==> src/sv/assert_macros.svh <==
// Assertion macros shared by the filter RTL.
`ifndef ASSERT_MACROS_SVH
`define ASSERT_MACROS_SVH

// Same-cycle implication, checked on the rising edge outside reset.
`define FIR16_ASSERT_SAME(lbl, clk, rst_n, ante, cons, msg) \
	lbl: assert property (@(posedge clk) disable iff (!rst_n) (ante) |-> (cons)) \
		else $error(msg);

// Next-cycle implication, checked on the rising edge outside reset.
`define FIR16_ASSERT_NEXT(lbl, clk, rst_n, ante, cons, msg) \
	lbl: assert property (@(posedge clk) disable iff (!rst_n) (ante) |=> (cons)) \
		else $error(msg);

`endif

==> src/sv/fir16_pkg.sv <==
// Types and constants of the 16-bit PCM FIR filter.
package fir16_pkg;

	localparam int SAMPLE_W = 16;
	localparam int COEF_W   = 16;
	localparam int MAX_TAPS = 7;
	localparam int TAP_W    = 3;

	// Coefficients enter the multiplier four bits at a time, low digit first.
	localparam int DIGIT_W     = 4;
	localparam int DIGITS      = COEF_W / DIGIT_W;
	localparam int DIGIT_IDX_W = 2;
	localparam int PP_W        = SAMPLE_W + DIGIT_W + 1;

	// Q2.14 products; seven of them need 34 bits plus sign headroom.
	localparam int FRAC_W = 14;
	localparam int ACC_W  = 35;
	localparam int Q_W    = ACC_W - FRAC_W;

	localparam logic signed [ACC_W-1:0] ROUND_HALF = ACC_W'(8192);
	localparam logic signed [ACC_W-1:0] NEG_BIAS   = ACC_W'(16383);

	// Register map
	localparam int APB_ADDR_W = 5;
	localparam int APB_DATA_W = 32;
	localparam logic [TAP_W-1:0] REG_TAP_COUNT = 3'd0;
	localparam logic [TAP_W-1:0] TAP_COUNT_RST = 3'd1;
	localparam logic [COEF_W-1:0] COEF0_RST    = 16'd16384;

	typedef struct packed {
		logic start;   // load the rounding offset into the accumulator
		logic step;    // add one coefficient digit times the sample
	} mac_ctrl_t;

endpackage

==> src/sv/fir16_mac.sv <==
// Digit-serial multiply-accumulate with rounding and saturation to 16 bits.
module fir16_mac (
	input  logic                                 clk,
	input  fir16_pkg::mac_ctrl_t                 ctrl,
	input  logic signed [fir16_pkg::SAMPLE_W-1:0] sample,
	input  logic [fir16_pkg::DIGIT_W-1:0]         digit,
	input  logic [fir16_pkg::DIGIT_IDX_W-1:0]     digit_idx,
	output logic signed [fir16_pkg::SAMPLE_W-1:0] filtered,
	output logic                                 clipped
);

	logic signed [fir16_pkg::ACC_W-1:0]   acc_q;
	logic signed [fir16_pkg::DIGIT_W:0]   digit_s;
	logic signed [fir16_pkg::PP_W-1:0]    pp;
	logic signed [fir16_pkg::ACC_W-1:0]   pp_ext;
	logic signed [fir16_pkg::ACC_W-1:0]   pp_sh;
	logic [fir16_pkg::DIGIT_IDX_W+1:0]    shamt;
	logic signed [fir16_pkg::ACC_W-1:0]   rsum;
	logic signed [fir16_pkg::Q_W-1:0]     q;
	logic                                 top_digit;
	logic                                 in_range;

	// The top digit carries the sign weight of the coefficient.
	always_comb begin
		top_digit = (digit_idx == fir16_pkg::DIGIT_IDX_W'(fir16_pkg::DIGITS - 1));
		digit_s   = {top_digit & digit[fir16_pkg::DIGIT_W-1], digit};
		pp        = fir16_pkg::PP_W'(sample * digit_s);
		pp_ext    = {{(fir16_pkg::ACC_W - fir16_pkg::PP_W){pp[fir16_pkg::PP_W-1]}}, pp};
		shamt     = (fir16_pkg::DIGIT_IDX_W+2)'(digit_idx)
			* (fir16_pkg::DIGIT_IDX_W+2)'(fir16_pkg::DIGIT_W);
		pp_sh     = pp_ext <<< shamt;
	end

	always_ff @(posedge clk) begin
		if (ctrl.start) begin
			acc_q <= fir16_pkg::ROUND_HALF;
		end else if (ctrl.step) begin
			acc_q <= acc_q + pp_sh;
		end
	end

	// Truncation toward zero: negative sums get the divisor less one added first.
	always_comb begin
		rsum     = acc_q + (acc_q[fir16_pkg::ACC_W-1] ? fir16_pkg::NEG_BIAS
			: fir16_pkg::ACC_W'(0));
		q        = rsum[fir16_pkg::ACC_W-1:fir16_pkg::FRAC_W];
		in_range = (&q[fir16_pkg::Q_W-1:fir16_pkg::SAMPLE_W-1])
			| ~(|q[fir16_pkg::Q_W-1:fir16_pkg::SAMPLE_W-1]);
		clipped  = ~in_range;
		if (in_range) begin
			filtered = q[fir16_pkg::SAMPLE_W-1:0];
		end else if (q[fir16_pkg::Q_W-1]) begin
			filtered = {1'b1, {(fir16_pkg::SAMPLE_W-1){1'b0}}};
		end else begin
			filtered = {1'b0, {(fir16_pkg::SAMPLE_W-1){1'b1}}};
		end
	end

endmodule

==> src/sv/fir_filter_pcm16.sv <==
// Top level of the forward-looking FIR filter on signed 16-bit PCM words.
//
//  channel   direction  handshake                  contents
//  s_axis    in         tvalid/tready              tdata: sample_in; tlast: last_sample
//  m_axis    out        tvalid/tready              tdata: filtered; tuser: clipped;
//                                                  tlast: last_out
//  apb       in/out     psel/penable/pwrite/pready tap_count at 0x00, coef_0..6 at 0x04..0x1C
//
// Each result is worked out in steps: ST_CHECK decides, ST_MAC multiplies each tap that
// lands on a held sample one coefficient digit at a time and then sees that the taps are
// used up, and ST_ROUND rounds and loads the output register. A word that completes no
// result goes from the decision straight back to idle.
// A word is taken only while the filter is idle; a result waiting in the output
// register stalls the engine at its rounding step. Reset clears the window
// count, restores the tap count to one and coef_0 to unity gain.

`include "assert_macros.svh"

module fir_filter_pcm16 (
	input  logic                                    clk,
	input  logic                                    arst_n,
	// Input stream
	input  logic                                    s_axis_tvalid,
	output logic                                    s_axis_tready,
	input  logic [15:0]                             s_axis_tdata,  // [15:0] sample_in
	input  logic                                    s_axis_tlast,
	// Output stream
	output logic                                    m_axis_tvalid,
	input  logic                                    m_axis_tready,
	output logic [15:0]                             m_axis_tdata,  // [15:0] filtered
	output logic                                    m_axis_tuser,  // [0] clipped
	output logic                                    m_axis_tlast,
	// Configuration
	input  logic                                    psel,
	input  logic                                    penable,
	input  logic                                    pwrite,
	input  logic [fir16_pkg::APB_ADDR_W-1:0]        paddr,
	input  logic [fir16_pkg::APB_DATA_W-1:0]        pwdata,
	output logic [fir16_pkg::APB_DATA_W-1:0]        prdata,
	output logic                                    pready
);

	localparam logic [1:0] ST_IDLE  = 2'd0;
	localparam logic [1:0] ST_CHECK = 2'd1;
	localparam logic [1:0] ST_MAC   = 2'd2;
	localparam logic [1:0] ST_ROUND = 2'd3;

	logic [1:0]                                state_q;
	logic [fir16_pkg::TAP_W-1:0]               tap_q;
	logic [fir16_pkg::COEF_W-1:0]              coef_q [fir16_pkg::MAX_TAPS];
	logic [fir16_pkg::SAMPLE_W-1:0]            window_q [fir16_pkg::MAX_TAPS];
	logic [fir16_pkg::TAP_W-1:0]               fill_q;
	logic [fir16_pkg::TAP_W-1:0]               k_q;
	logic [fir16_pkg::DIGIT_IDX_W-1:0]         d_q;
	logic                                      last_q;

	logic                                      m_valid_q;
	logic [fir16_pkg::SAMPLE_W-1:0]            m_data_q;
	logic                                      m_user_q;
	logic                                      m_last_q;

	logic [fir16_pkg::TAP_W-1:0]               reg_idx;
	logic [fir16_pkg::TAP_W-1:0]               taps;
	logic [fir16_pkg::TAP_W-1:0]               slot;
	logic                                      cfg_wr;
	logic                                      in_acc;
	logic                                      go;
	logic                                      tap_ok;
	logic                                      out_free;
	logic                                      out_load;
	logic                                      out_last;
	fir16_pkg::mac_ctrl_t                      mac_ctrl;
	logic signed [fir16_pkg::SAMPLE_W-1:0]     mac_out;
	logic                                      mac_clip;

	// Register access. Every address of the port maps onto a register.
	assign reg_idx = paddr[fir16_pkg::APB_ADDR_W-1:2];
	assign cfg_wr  = psel & penable & pwrite & pready;
	assign pready  = 1'b1;

	always_comb begin
		unique case (reg_idx)
			fir16_pkg::REG_TAP_COUNT: begin
				prdata = fir16_pkg::APB_DATA_W'(tap_q);
			end
			default: begin
				prdata = {{(fir16_pkg::APB_DATA_W - fir16_pkg::COEF_W)
					{coef_q[reg_idx - 3'd1][fir16_pkg::COEF_W-1]}},
					coef_q[reg_idx - 3'd1]};
			end
		endcase
	end

	always_ff @(posedge clk or negedge arst_n) begin
		if (!arst_n) begin
			tap_q <= fir16_pkg::TAP_COUNT_RST;
			for (int i = 0; i < fir16_pkg::MAX_TAPS; i++) begin
				coef_q[i] <= '0;
			end
			coef_q[0] <= fir16_pkg::COEF0_RST;
		end else if (cfg_wr) begin
			unique case (reg_idx)
				fir16_pkg::REG_TAP_COUNT: begin
					tap_q <= pwdata[fir16_pkg::TAP_W-1:0];
				end
				default: begin
					coef_q[reg_idx - 3'd1] <= pwdata[fir16_pkg::COEF_W-1:0];
				end
			endcase
		end
	end

	// A tap count of zero behaves as one; seven is already the ceiling.
	assign taps = (tap_q == '0) ? fir16_pkg::TAP_W'(1) : tap_q;

	// The new sample lands just past the held ones.
	assign slot = (fill_q > fir16_pkg::TAP_W'(fir16_pkg::MAX_TAPS - 1))
		? fir16_pkg::TAP_W'(fir16_pkg::MAX_TAPS - 1) : fill_q;

	assign s_axis_tready = (state_q == ST_IDLE);
	assign in_acc        = s_axis_tvalid & s_axis_tready;

	// On the last word every held sample yields a result; otherwise only a full window.
	assign go       = last_q ? (fill_q != '0) : (fill_q >= taps);
	assign tap_ok   = (k_q < taps) && (k_q < fill_q);
	assign out_free = ~m_valid_q | m_axis_tready;
	assign out_load = (state_q == ST_ROUND) & out_free;
	assign out_last = last_q & (fill_q == fir16_pkg::TAP_W'(1));

	always_ff @(posedge clk or negedge arst_n) begin
		if (!arst_n) begin
			state_q <= ST_IDLE;
			fill_q  <= '0;
			k_q     <= '0;
			d_q     <= '0;
			last_q  <= 1'b0;
		end else begin
			unique case (state_q)
				ST_IDLE: begin
					if (in_acc) begin
						fill_q  <= slot + fir16_pkg::TAP_W'(1);
						last_q  <= s_axis_tlast;
						state_q <= ST_CHECK;
					end
				end
				ST_CHECK: begin
					k_q <= '0;
					d_q <= '0;
					if (go) begin
						state_q <= ST_MAC;
					end else begin
						last_q  <= 1'b0;
						state_q <= ST_IDLE;
					end
				end
				ST_MAC: begin
					if (tap_ok) begin
						d_q <= d_q + fir16_pkg::DIGIT_IDX_W'(1);
						if (d_q == fir16_pkg::DIGIT_IDX_W'(fir16_pkg::DIGITS - 1)) begin
							k_q <= k_q + fir16_pkg::TAP_W'(1);
						end
					end else begin
						state_q <= ST_ROUND;
					end
				end
				ST_ROUND: begin
					// Each result retires the oldest held sample.
					if (out_free) begin
						fill_q  <= fill_q - fir16_pkg::TAP_W'(1);
						state_q <= ST_CHECK;
					end
				end
				default: begin
					state_q <= ST_IDLE;
				end
			endcase
		end
	end

	// Sample window, oldest first; a retired sample shifts everything down by one.
	always_ff @(posedge clk) begin
		if (in_acc) begin
			window_q[slot] <= s_axis_tdata;
		end else if (out_load) begin
			for (int i = 0; i < fir16_pkg::MAX_TAPS - 1; i++) begin
				window_q[i] <= window_q[i+1];
			end
			window_q[fir16_pkg::MAX_TAPS-1] <= '0;
		end
	end

	always_comb begin
		mac_ctrl.start = (state_q == ST_CHECK) & go;
		mac_ctrl.step  = (state_q == ST_MAC) & tap_ok;
	end

	fir16_mac u_mac (
		.clk       (clk),
		.ctrl      (mac_ctrl),
		.sample    (window_q[k_q]),
		.digit     (coef_q[k_q][d_q * fir16_pkg::DIGIT_W +: fir16_pkg::DIGIT_W]),
		.digit_idx (d_q),
		.filtered  (mac_out),
		.clipped   (mac_clip)
	);

	// Output register: holds one result until the sink takes it.
	always_ff @(posedge clk or negedge arst_n) begin
		if (!arst_n) begin
			m_valid_q <= 1'b0;
		end else if (out_load) begin
			m_valid_q <= 1'b1;
		end else if (m_axis_tready) begin
			m_valid_q <= 1'b0;
		end
	end

	always_ff @(posedge clk) begin
		if (out_load) begin
			m_data_q <= mac_out;
			m_user_q <= mac_clip;
			m_last_q <= out_last;
		end
	end

	assign m_axis_tvalid = m_valid_q;
	assign m_axis_tdata  = m_data_q;
	assign m_axis_tuser  = m_user_q;
	assign m_axis_tlast  = m_last_q;

	// The final result of a stream leaves the window empty.
	`FIR16_ASSERT_NEXT(a_last_empties, clk, arst_n, out_load && out_last, fill_q == '0, "window not empty after final result")
	// The multiplier only runs over held samples.
	`FIR16_ASSERT_SAME(a_mac_has_data, clk, arst_n, state_q == ST_MAC, (fill_q != '0) && (k_q <= fill_q), "multiply beyond held samples")
	// Between words at most six samples wait for the next one.
	`FIR16_ASSERT_SAME(a_idle_fill, clk, arst_n, state_q == ST_IDLE, fill_q <= fir16_pkg::TAP_W'(fir16_pkg::MAX_TAPS - 1), "window overfull while idle")

endmodule
==> config.mk <==
export PLATFORM = sky130hd
export DESIGN_NAME = fir_filter_pcm16
export DESIGN_NICKNAME = d
export VERILOG_FILES = /design/src/sv/fir16_pkg.sv /design/src/sv/fir16_mac.sv /design/src/sv/fir_filter_pcm16.sv
export VERILOG_INCLUDE_DIRS = /design/src /design/src/sv
export SDC_FILE = /design/constraint.sdc
export NUM_CORES = 1
export LEC_CHECK = 0
export ABC_AREA = 0
export BUFFER_PORTS_ARGS = -buffer_cell sky130_fd_sc_hd__clkbuf_2
export CAP_MARGIN = 20
export CORE_MARGIN = 10
export CORE_UTILIZATION = 38
export DETAILED_ROUTE_END_ITERATION = 6
export PLACE_DENSITY_LB_ADDON = 0.3
export SYNTH_ARGS = -nofsm -noshare
export SYNTH_HDL_FRONTEND = slang
export SYNTH_SLANG_ARGS = --single-unit
==> constraint.sdc <==
create_clock -name clk -period 9.39 [get_ports clk]
set_input_delay 0.939 -clock clk [delete_from_list [all_inputs] [get_ports clk]]
set_output_delay 0.939 -clock clk [all_outputs]
set_load 0.005 [all_outputs]
==> flow_metrics.tcl, run 1 <==
set metrics [dict create \
    status "completed" \
    combinationalPowerShare_pct 52.3 \
    core-area_um2 54000 \
    slew_viol_final 0 \
    final_number_of_setup_violating_endpoints 0 \
    place.detailed.instances 2682 \
    final_hold_viol_count 0 \
    final.fill_count 5177 \
    synth_top_cells_by_area "edfxtp_1, dfrtp_1, mux4_2, mux2_2, ha_1" \
    cp-start-kind "flop" \
    power.internal_mw 4.22 \
    yosys_warnings 0 \
    synth-async-reset-ratio_pct 41.2 \
    htree_num_levels 2 \
    ctsLongestPathBuffers 3 \
    vdd_ir_drop_max_v 0.000146 \
    hold_slack_ns 0.366 \
    worst_path_most_repeated_cell "fa_1" \
    cts.sink_count 308 \
    grt_start_max_net_pins 81 \
    synthesis.nets 2172 \
    netlist_instances 1954 \
    synth_area_um2 20800 \
    layoutNonFillerInstCount 2751 \
    wire_per_inst_um 18.3 \
    die_w_um 254 \
    area_growth_syn_to_layout_pct 11.6 \
    clock_power_share_pct 19.2 \
    cts_setup_buffers 0 \
    power.switching_fraction_pct 42.0 \
    worst-path-max-fanout 21 \
    route.detailed.drc 0 \
    syn_avg_cell_area_um2 10.6 \
    fin_nets 2245 \
    sequentialPowerShare_pct 28.6 \
    synth.top_cell.area_share_pct 18.8 \
    timing.clock.skew_ns 0.0112 \
    ys_ff_latch 308 \
    cts_tree "built" \
    cts-resized-gates 0 \
    yosysUniqueCellTypes 81 \
    worstPathArrival_ns 9.27 \
    worst_skew_late_latency_ns 0.54 \
    endpoint_kind "flop" \
    finalWeightedCongestion 0.850 \
    detail_route.first_pass.iterations 6 \
    critical-path-slowest-cell "dfrtp_4" \
    io_buffer_count 94 \
    via_count_of_the_first_global_routing_pass 15000 \
    final.period_utilization_pct 93.7 \
    dr_total_vias 14900 \
    starting_density_of_the_core_pct 38.4 \
    clkSlewWorstSetupHoldPaths_ns 0.06 \
    floorplan.die_area_um2 64400 \
    final.setup.tns_ns 0 \
    fmax_ghz 0.114 \
    num_io_pins 114 \
    p_leak_nw 10.1 \
    yosys.area.top_type "edfxtp_1" \
    final_design_utilization_pct 42.9 \
    cp_num_buf_inv 5 \
    yosys_most_used_dff "edfxtp_1" \
    cts_inserted_buffers 37 \
    timing.critical_path.slowest_cell_delay_ns 0.54 \
    fp-row-count 85 \
    power_density_nw_per_um2 313 \
    first_iter_violations 1055 \
    floorplan.die.height_um 254 \
    critPathTopFamily "adder cells" \
    vias_per_cell 5.40 \
    crit_type "flop to flop" \
    detailed_placer_s_ending_hpwl_um 36300 \
    slew_headroom_pct 25.0 \
    first_pass_grt_wire_length_um 81600 \
    finalWorstPathRequiredPeriod_ns 8.80 \
    fraction_of_layout_cells_with_a_size_suffix_above_1_pct 20.9 \
    overflow 0 \
    worst_slew_pin_slew_ns 1.12 \
    synth-edff-count 130 \
    ctsHoldBuffers 0 \
    drt.antenna.violating_nets 0 \
    antenna_found_initial 2 \
    switching_power_mw 3.05 \
    cts_root_buf "clkbuf_16" \
    worstHoldPathType "primary input to asynchronous set/reset pin" \
    cp.required_ns 9.86 \
    rsz_0062_raised_after_global_routing "no" \
    synth.yosys.seq_area_share_pct 39.0 \
    globalRouteTotalUtil_pct 15.7 \
    finalWirelength_um 50400 \
    maxCapViolations 0 \
]
-- synth_stat cells, types with 66 or more instances --
cell type	count
a21o_1	122
a21oi_1	96
dfrtp_1	125
edfxtp_1	130
ha_1	106
inv_1	119
mux2_2	120
mux2i_1	68
mux4_2	66
nand2_1	170
nor2_1	166
o21ai_0	93
-- stage by stage --
stage,setup slack (ns),power (mW),area [um^2]
after floorplan,1.52,4.97,20800
after global placement,0.584,5.80,22000
after detailed placement,0.461,5.88,22000
after CTS,0.439,7.31,23100
after global routing,0.0249,7.89,23200
final,0.593,7.26,23200
-- routing by layer --
metal | global-route usage, % | routed length [um] | share of wire (%)
met3 | 2.72 | 2420 | 4.8
met4 | 4.36 | 1140 | 2.3
met2 | 26.4 | 24100 | 48
met5 | 0 | 20 | 0.040
met1 | 20.5 | 22700 | 45
-- final timing paths --
check / startpoint / to / slack (ns) / cells past startpoint
worst max-delay path: k_q[0] / u_mac.acc_q[34] / 0.59 / 33
worst min-delay path: arst_n / coef_q[76] / 0.37 / 1
worst max register to register: k_q[0] / u_mac.acc_q[34] / 0.59 / 33
worst min register to register: u_mac.acc_q[2] / u_mac.acc_q[2] / 0.48 / 2
max in group asynchronous: arst_n / k_q[0] / 7.93 / 2
min in group clk: u_mac.acc_q[2] / u_mac.acc_q[2] / 0.48 / 2
-- sequential cells by signal (all words and copies together) (netlist names), 2 cells and up --
register	cells
d_q	2
m_axis_tdata	16
k_q	3
fill_q	3
coef_q	112
tap_q	3
window_q	128
state_q	2
u_mac.acc_q	35
-- logic make-up (layout without fill, tap and decap cells) --
logic type | after synthesis | in the layout | synth area share, %
AND/OR/NAND/NOR | 506 | 506 | 11.0
AO/OA/AOI/OAI | 426 | 426 | 13.5
flip-flops | 308 | 308 | 39.0
multiplexers | 259 | 259 | 17.5
buffers and inverters | 235 | 335 | 5.03
adder cells (fa/ha/maj) | 157 | 157 | 11.3
XOR/XNOR | 62 | 62 | 2.61
other | 1 | 2 | 0.0181
-- final cells by class --
cell class                 count  area [um^2]  share of cell area, %
multi-input combinational   1411        11700                   50.3
clock inverter                18          171                  0.739
clock buffer                  48          997                   4.30
sequential                   308         8110                   35.0
antenna                        1         2.50                 0.0108
tap                          696          871                   3.76
timing repair buffer         147          912                   3.93
inverter                     122          458                   1.98
-- placed cells by master, fill, tap and decap left out, types with 8 or more instances in the layout --
cell       Yosys  layout
a31oi_1       12      12
xnor2_1       37      36
clkbuf_2       1      93
clkbuf_1      48       8
and3_1        15      14
nand3_1       36      36
nand2b_1       8       8
a21o_1       122     122
ha_1         106     106
nand4_1       18      18
clkbuf_16      0      37
a21oi_1       96      96
dfrtp_1      125     123
a211oi_1       9       9
fa_1          51      51
mux2_2       120     120
edfxtp_1     130     130
and2_1         8       8
mux2i_1       68      68
inv_1        119     119
xor2_1        25      24
o21bai_1       9       9
dfxtp_1       51      51
a31o_2         8       8
nor2b_1       36      36
buf_4         23      50
nor2_1       166     164
nand2_1      170     170
nor3_1        24      24
o21ai_0       93      90
mux4_2        66      66
-- power by group through the flow --
stage	registers [mW]	logic, mW	clock network (mW)
after floorplan	2.02	2.95	0
after global placement	2.08	3.72	0
after detailed placement	2.10	3.79	0
after CTS	2.08	3.80	1.43
after global routing	2.13	4.28	1.49
final	2.08	3.80	1.39
Note: power is estimated with default switching activity, not from simulation.
==> inputs of run 2 (changes only) <==
--- a/config.mk
+++ b/config.mk
@@ -9,6 +9,7 @@
 export ABC_AREA = 0
 export BUFFER_PORTS_ARGS = -buffer_cell sky130_fd_sc_hd__clkbuf_2
 export CAP_MARGIN = 20
+export CORE_ASPECT_RATIO = 1.2
 export CORE_MARGIN = 10
 export CORE_UTILIZATION = 38
 export DETAILED_ROUTE_END_ITERATION = 6
==> run 2 against run 1 <==
  * Clock power is essentially flat
  * Register-to-register slack lost 0.05 ns
  * Utilization is essentially flat
  * Sequential cell count is the same
  * Clock-buffer cell count shrank 6
  * Largest cell class unchanged
  * Cell count grew 0.44%
  * Global-route usage is essentially flat
  * Combinational power is essentially flat
  * Critical path depth shrank 2
  * Non-clock buffer count shrank 1
  * Sequential share of layout area grew 0.087 points
  * Highest routed layer unchanged
==> flow_metrics.tcl, run 2 (synthesis results as in run 1) <==
set metrics [dict create \
    finalWirelength_um 50800 \
    worstHoldPathType "flop to flop" \
    floorplan.die_area_um2 64500 \
    drt.antenna.violating_nets 0 \
    power.switching_fraction_pct 42.5 \
    largest_register "window_q" \
    largest_register_ffs 128 \
    htree_num_levels 2 \
    most-common-layout-cells "nand2_1, nor2_1, edfxtp_1" \
    detail_route.first_pass.iterations 7 \
    worstPathArrival_ns 9.33 \
    rsz_0062_raised_after_global_routing "no" \
    status "completed" \
    ctsLongestPathBuffers 3 \
    final_hold_viol_count 0 \
    worst_skew_late_latency_ns 0.56 \
    vdd_ir_drop_max_v 0.000146 \
    overflow 0 \
    placement.cell_area_um2 22000 \
    cts_tree "built" \
    critical-path-slowest-cell "dfrtp_4" \
    crit_type "flop to flop" \
    worst-path-max-fanout 27 \
    cts_inserted_buffers 34 \
    gr_peak_layer "met2" \
    antenna_found_initial 4 \
    vias_per_cell 5.45 \
    detailed_placer_s_ending_hpwl_um 36200 \
    final.setup.tns_ns 0 \
    fin_area_um2 23100 \
    power_density_nw_per_um2 314 \
    grt_start_max_net_pins 79 \
    use_met2_pct 27.2 \
    endpoint_kind "flop" \
    io_buffer_count 94 \
    slew_headroom_pct 27.8 \
    first_iter_violations 884 \
    dr_total_vias 15000 \
    fin_nets 2241 \
    p_leak_nw 10.0 \
    timing.critical_path.slowest_cell_delay_ns 0.71 \
    switching_power_mw 3.09 \
    largestRegisters "window_q x128, coef_q x112, u_mac.acc_q x35" \
    power.internal_mw 4.18 \
    cp-start-kind "flop" \
    final.period_utilization_pct 94.3 \
    p_total_mw 7.26 \
    gr-usage-met1_pct 19.2 \
    first_pass_grt_wire_length_um 82800 \
    globalRouteTotalUtil_pct 15.7 \
    route.detailed.drc 0 \
    timing.clock.skew_ns 0.0171 \
    worst_path_most_repeated_cell "fa_1" \
    cts_root_buf "clkbuf_16" \
    floorplan.die.height_um 276 \
    core-area_um2 53900 \
    clkSlewWorstSetupHoldPaths_ns 0.06 \
    num_io_pins 114 \
    cp.required_ns 9.87 \
    wire_per_inst_um 18.4 \
    finalWorstPathRequiredPeriod_ns 8.85 \
    ctsHoldBuffers 0 \
    gr-usage-met3_pct 2.48 \
    sequentialPowerShare_pct 28.7 \
    fraction_of_layout_cells_with_a_size_suffix_above_1_pct 20.7 \
    area_growth_syn_to_layout_pct 11.3 \
    die_w_um 233 \
    maxCapViolations 0 \
    via_count_of_the_first_global_routing_pass 15300 \
    finalWeightedCongestion 0.884 \
    clock_power_share_pct 18.7 \
    fmax_ghz 0.113 \
    worst_slew_pin_slew_ns 1.08 \
    cts.sink_count 308 \
    slew_viol_final 0 \
    starting_density_of_the_core_pct 38.6 \
    combinationalPowerShare_pct 52.5 \
    most_common_library_cell_in_the_layout_ignoring_fill_and_taps "nand2_1" \
    fp-row-count 93 \
    final_number_of_setup_violating_endpoints 0 \
]
run 2: changes by cell type in the layout (fill, tap and decap cells not counted), sizes merged:
| cell | delta |
|---|---|
| clkinv | +2 |
| diode | +1 |
| clkbuf | -6 |
| buf | -1 |
run 2: what timing repair did:
| action | CTS | global route |
|---|---|---|
| setup endpoints to repair | 0 | 1 |
| endpoints found under the hold margin | 0 | 0 |
| buffers inserted | 0 | 0 |
| gates resized for setup | 0 | 1 |
run 2: worst paths after layout:
path                                        end  slack, ns  cells after the start             from
worst max-delay path            u_mac.acc_q[34]       0.54                     31           k_q[0]
worst min-delay path            u_mac.acc_q[11]       0.49                      2  u_mac.acc_q[11]
worst max register to register  u_mac.acc_q[34]       0.54                     31           k_q[0]
worst min register to register  u_mac.acc_q[11]       0.49                      2  u_mac.acc_q[11]
max in group asynchronous                k_q[0]       7.51                      2           arst_n
min in group asynchronous            coef_q[76]       0.55                      1           arst_n
run 2: cell type report:
class / instances / area (um^2)
Clock inverter: 20 / 221
Tap cell: 712 / 891
Sequential cell: 308 / 8110
Fill cell: 5085 / 30800
Antenna cell: 2 / 5.00
Clock buffer: 42 / 911
Timing Repair Buffer: 146 / 871
Inverter: 122 / 458
Multi-Input combinational cell: 1411 / 11700
run 2: per-layer routing:
| metal | up-vias | part of all wire, % |
|---|---|---|
| li1 | 7202 | - |
| met1 | 7440 | 43 |
| met2 | 301 | 50 |
| met3 | 102 | 4.0 |
| met4 | 2 | 3.2 |
| met5 | - | 0.039 |
run 2: critical path: cells and delay by family, from the launching register on:
family,cells,cell delay [ns]
multiplexers,4,1.56
adder cells (fa/ha/maj),5,2.16
XOR/XNOR,2,0.53
buffers and inverters,3,0.16
AND/OR/NAND/NOR,6,1.60
AO/OA/AOI/OAI,11,2.04
flip-flops,1,0.71
run 2: stage by stage:
stage               hold slack (ns)  setup slack, ns  utilization (%)  cells
finish                        0.490            0.538             42.9   2763
global route                  0.517           0.0686             42.9   2763
CTS                           0.490            0.505             42.9   2760
detailed placement            0.482            0.496             40.8   2698
global placement              0.472            0.638             40.8   2697
floorplan                     0.453             1.52                -   1954
run 2: power groups by stage:
stage	clock network [mW]	logic [mW]	registers, mW
final	1.36	3.81	2.09
after global placement	0	3.74	2.09
after global routing	1.45	4.28	2.14
after CTS	1.40	3.82	2.09
after detailed placement	0	3.81	2.11
after floorplan	0	2.95	2.02
==> inputs of run 3 (changes only) <==
--- a/config.mk
+++ b/config.mk
@@ -6,7 +6,7 @@
 export SDC_FILE = /design/constraint.sdc
 export NUM_CORES = 1
 export LEC_CHECK = 0
-export ABC_AREA = 0
+export ABC_AREA = 1
 export BUFFER_PORTS_ARGS = -buffer_cell sky130_fd_sc_hd__clkbuf_2
 export CAP_MARGIN = 20
 export CORE_ASPECT_RATIO = 1.2
@@ -17,3 +17,4 @@
 export SYNTH_ARGS = -nofsm -noshare
 export SYNTH_HDL_FRONTEND = slang
 export SYNTH_SLANG_ARGS = --single-unit
+export TNS_END_PERCENT = 30
==> run 3 against run 2 <==
  * Non-clock buffer count decreased by 12
  * Via count increased by 28%
  * Cell count increased by 34%
  * Synthesized area increased by 4.1%
  * Critical path depth increased by 6
  * Routed wire length increased by 21%
  * First-iteration DRC count increased by 72%
  * Clock skew increased by 0.0031 ns
  * Setup slack improved by 0.72 ns
  * Sequential share of layout area decreased by 1.2 points
  * Clock power increased by 9%
  * Sequential cell count unchanged
  * Critical path type unchanged
  * Critical endpoint unchanged
  * Largest power group unchanged
  * Highest routed layer is now met4
==> flow_metrics.tcl, run 3 <==
set metrics [dict create \
    status "completed" \
    most_common_library_cell_in_the_layout_ignoring_fill_and_taps "nand2_1" \
    antenna_found_initial 0 \
    final_hold_viol_count 0 \
    drt.antenna.violating_nets 0 \
    vdd_ir_drop_max_v 0.000217 \
    hold_slack_ns 0.300 \
    placement.cell_area_um2 22700 \
    synthesis.nets 3131 \
    synth_top_cells_by_area "edfxtp_1, dfrtp_1, nand2_1, o21ai_0, inv_1" \
    via_count_of_the_first_global_routing_pass 18700 \
    cp-start-kind "flop" \
    first_iter_violations 1519 \
    cts_inserted_buffers 36 \
    detail_route.first_pass.iterations 5 \
    worstPathArrival_ns 8.58 \
    worst_skew_late_latency_ns 0.56 \
    endpoint_kind "flop" \
    netlist_instances 2913 \
    synth.top_cells.by_count "nand2_1, inv_1, o21ai_0, nor2_1, a21oi_1" \
    crit_type "flop to flop" \
    fraction_of_layout_cells_with_a_size_suffix_above_1_pct 7.91 \
    cts_tree "built" \
    finalWeightedCongestion 0.945 \
    area_growth_syn_to_layout_pct 10.8 \
    yosysMostFrequentCell "nand2_1" \
    clkSlewWorstSetupHoldPaths_ns 0.06 \
    maxCapViolations 0 \
    power.switching_fraction_pct 48.2 \
    io_buffer_count 94 \
    layout.area.seq_um2 8110 \
    fp-row-count 95 \
    switching_power_mw 3.93 \
    final.fill_count 5789 \
    timing.clock.skew_ns 0.0202 \
    finalWirelength_um 61700 \
    ctsLongestPathBuffers 3 \
    die_w_um 238 \
    ys_ff_latch 308 \
    largestRegisters "window_q x128, coef_q x112, u_mac.acc_q x35" \
    cts_setup_buffers 0 \
    finalWorstPathRequiredPeriod_ns 8.13 \
    route.detailed.drc 0 \
    synth.top_cell.area_share_pct 18.1 \
    worst_path_most_repeated_cell "nand2_1" \
    starting_density_of_the_core_pct 38.5 \
    floorplan.die.height_um 281 \
    largest_register "window_q" \
    power.internal_mw 4.22 \
    ctsHoldBuffers 0 \
    final.period_utilization_pct 86.6 \
    combinationalPowerShare_pct 57.3 \
    detailed_placer_s_ending_hpwl_um 43800 \
    antenna_cells_inserted 0 \
    worstHoldPathType "primary input to asynchronous set/reset pin" \
    timing.critical_path.slowest_cell_delay_ns 0.60 \
    grt_start_max_net_pins 73 \
    synth_area_um2 21600 \
    globalRouteTotalUtil_pct 18.4 \
    floorplan.die_area_um2 66900 \
    fin_area_um2 24000 \
    fin_nets 3172 \
    sequentialPowerShare_pct 24.6 \
    cts_root_buf "clkbuf_16" \
    wire_per_inst_um 16.6 \
    rrSetupSlack_ns 1.26 \
    yosysUniqueCellTypes 58 \
    slew_viol_final 0 \
    largest_register_ffs 128 \
    dr_total_vias 19200 \
    synth-edff-count 130 \
    num_io_pins 114 \
    slew_headroom_pct 39.3 \
    final_number_of_setup_violating_endpoints 0 \
    fmax_ghz 0.123 \
    critical-path-slowest-cell "dfrtp_2" \
    most-common-layout-cells "nand2_1, inv_1, o21ai_0" \
    rsz_0062_raised_after_global_routing "no" \
    cts.sink_count 308 \
    cp.required_ns 9.84 \
    power_density_nw_per_um2 340 \
    core-area_um2 56200 \
    final.setup.tns_ns 0 \
    worst-path-max-fanout 17 \
    cts-resized-gates 0 \
    synth.yosys.seq_area_share_pct 37.5 \
    overflow 0 \
    yosys_warnings 0 \
    worst_slew_pin_slew_ns 0.908 \
    syn_avg_cell_area_um2 7.42 \
    yosys_most_used_dff "edfxtp_1" \
    first_pass_grt_wire_length_um 99600 \
    vias_per_cell 5.18 \
    synth-async-reset-ratio_pct 41.2 \
    clock_power_share_pct 18.1 \
    htree_num_levels 2 \
    p_leak_nw 11.3 \
    multi_input_comb_area_um2 11300 \
    yosys.area.top_type "edfxtp_1" \
]
run 3: logic make-up (layout without fill, tap and decap cells):
| kind of cell | after synthesis | in the layout | synth area share [%] |
|---|---|---|---|
| muxes | 2 | 2 | 0.0926 |
| other | 1 | 1 | 0.0173 |
| adders and majority gates | 157 | 157 | 10.9 |
| and+or+nand+nor | 1106 | 1106 | 20.7 |
| buffers and inverters | 551 | 620 | 10.2 |
| xor gates and xnor gates | 42 | 42 | 1.70 |
| DFF | 308 | 308 | 37.5 |
| AOI/OAI and AO/OA | 746 | 746 | 18.9 |
run 3: cell type report:
class	count	area share, %
Multi-Input combinational cell	2054	47.3
Tap cell	727	3.80
Clock inverter	22	1.13
Inverter	420	6.58
Clock buffer	44	4.01
Sequential cell	308	33.8
Timing Repair Buffer	134	3.34
run 3: final timing paths:
check	from	end	cells past startpoint
worst min-delay path	arst_n	coef_q[111]	1
min in group clk	window_q[6][3]	window_q[6][3]	2
worst min register to register	window_q[6][3]	window_q[6][3]	2
max in group asynchronous	arst_n	coef_q[4]	3
worst max register to register	k_q[1]	u_mac.acc_q[34]	37
worst max-delay path	k_q[1]	u_mac.acc_q[34]	37
run 3: critical path, delay by kind of cell (launching register included):
| family | cells | cell delay (ns) |
|---|---|---|
| AND/OR/NAND/NOR | 19 | 2.47 |
| adder cells (fa/ha/maj) | 5 | 2.42 |
| AO/OA/AOI/OAI | 9 | 1.83 |
| buffers and inverters | 4 | 0.70 |
| flip-flops | 1 | 0.60 |
run 3: layer usage:
layer	share of wire (%)	GRT usage, %
met4	3.3	6.58
met2	48	31.5
met5	0	0
met3	5.6	2.64
met1	43	23.1
run 3: power by group through the flow:
stage	sequential (mW)	combinational (mW)	clock, mW
detailed placement	2.02	4.65	0
global route	2.04	5.36	1.56
CTS	2.00	4.67	1.50
floorplan	1.96	3.48	0
finish	2.01	4.67	1.48
global placement	2.02	4.62	0
run 3: per-stage QoR:
stage,worst slack [ns],total power [mW],utilization (%),instances
after floorplan,3.12,5.44,-,2913
after global placement,1.35,6.64,40.3,3640
after detailed placement,1.26,6.67,40.3,3640
after CTS,1.26,8.17,42.5,3706
after global routing,0.530,8.96,42.6,3709
final,1.26,8.15,42.6,3709
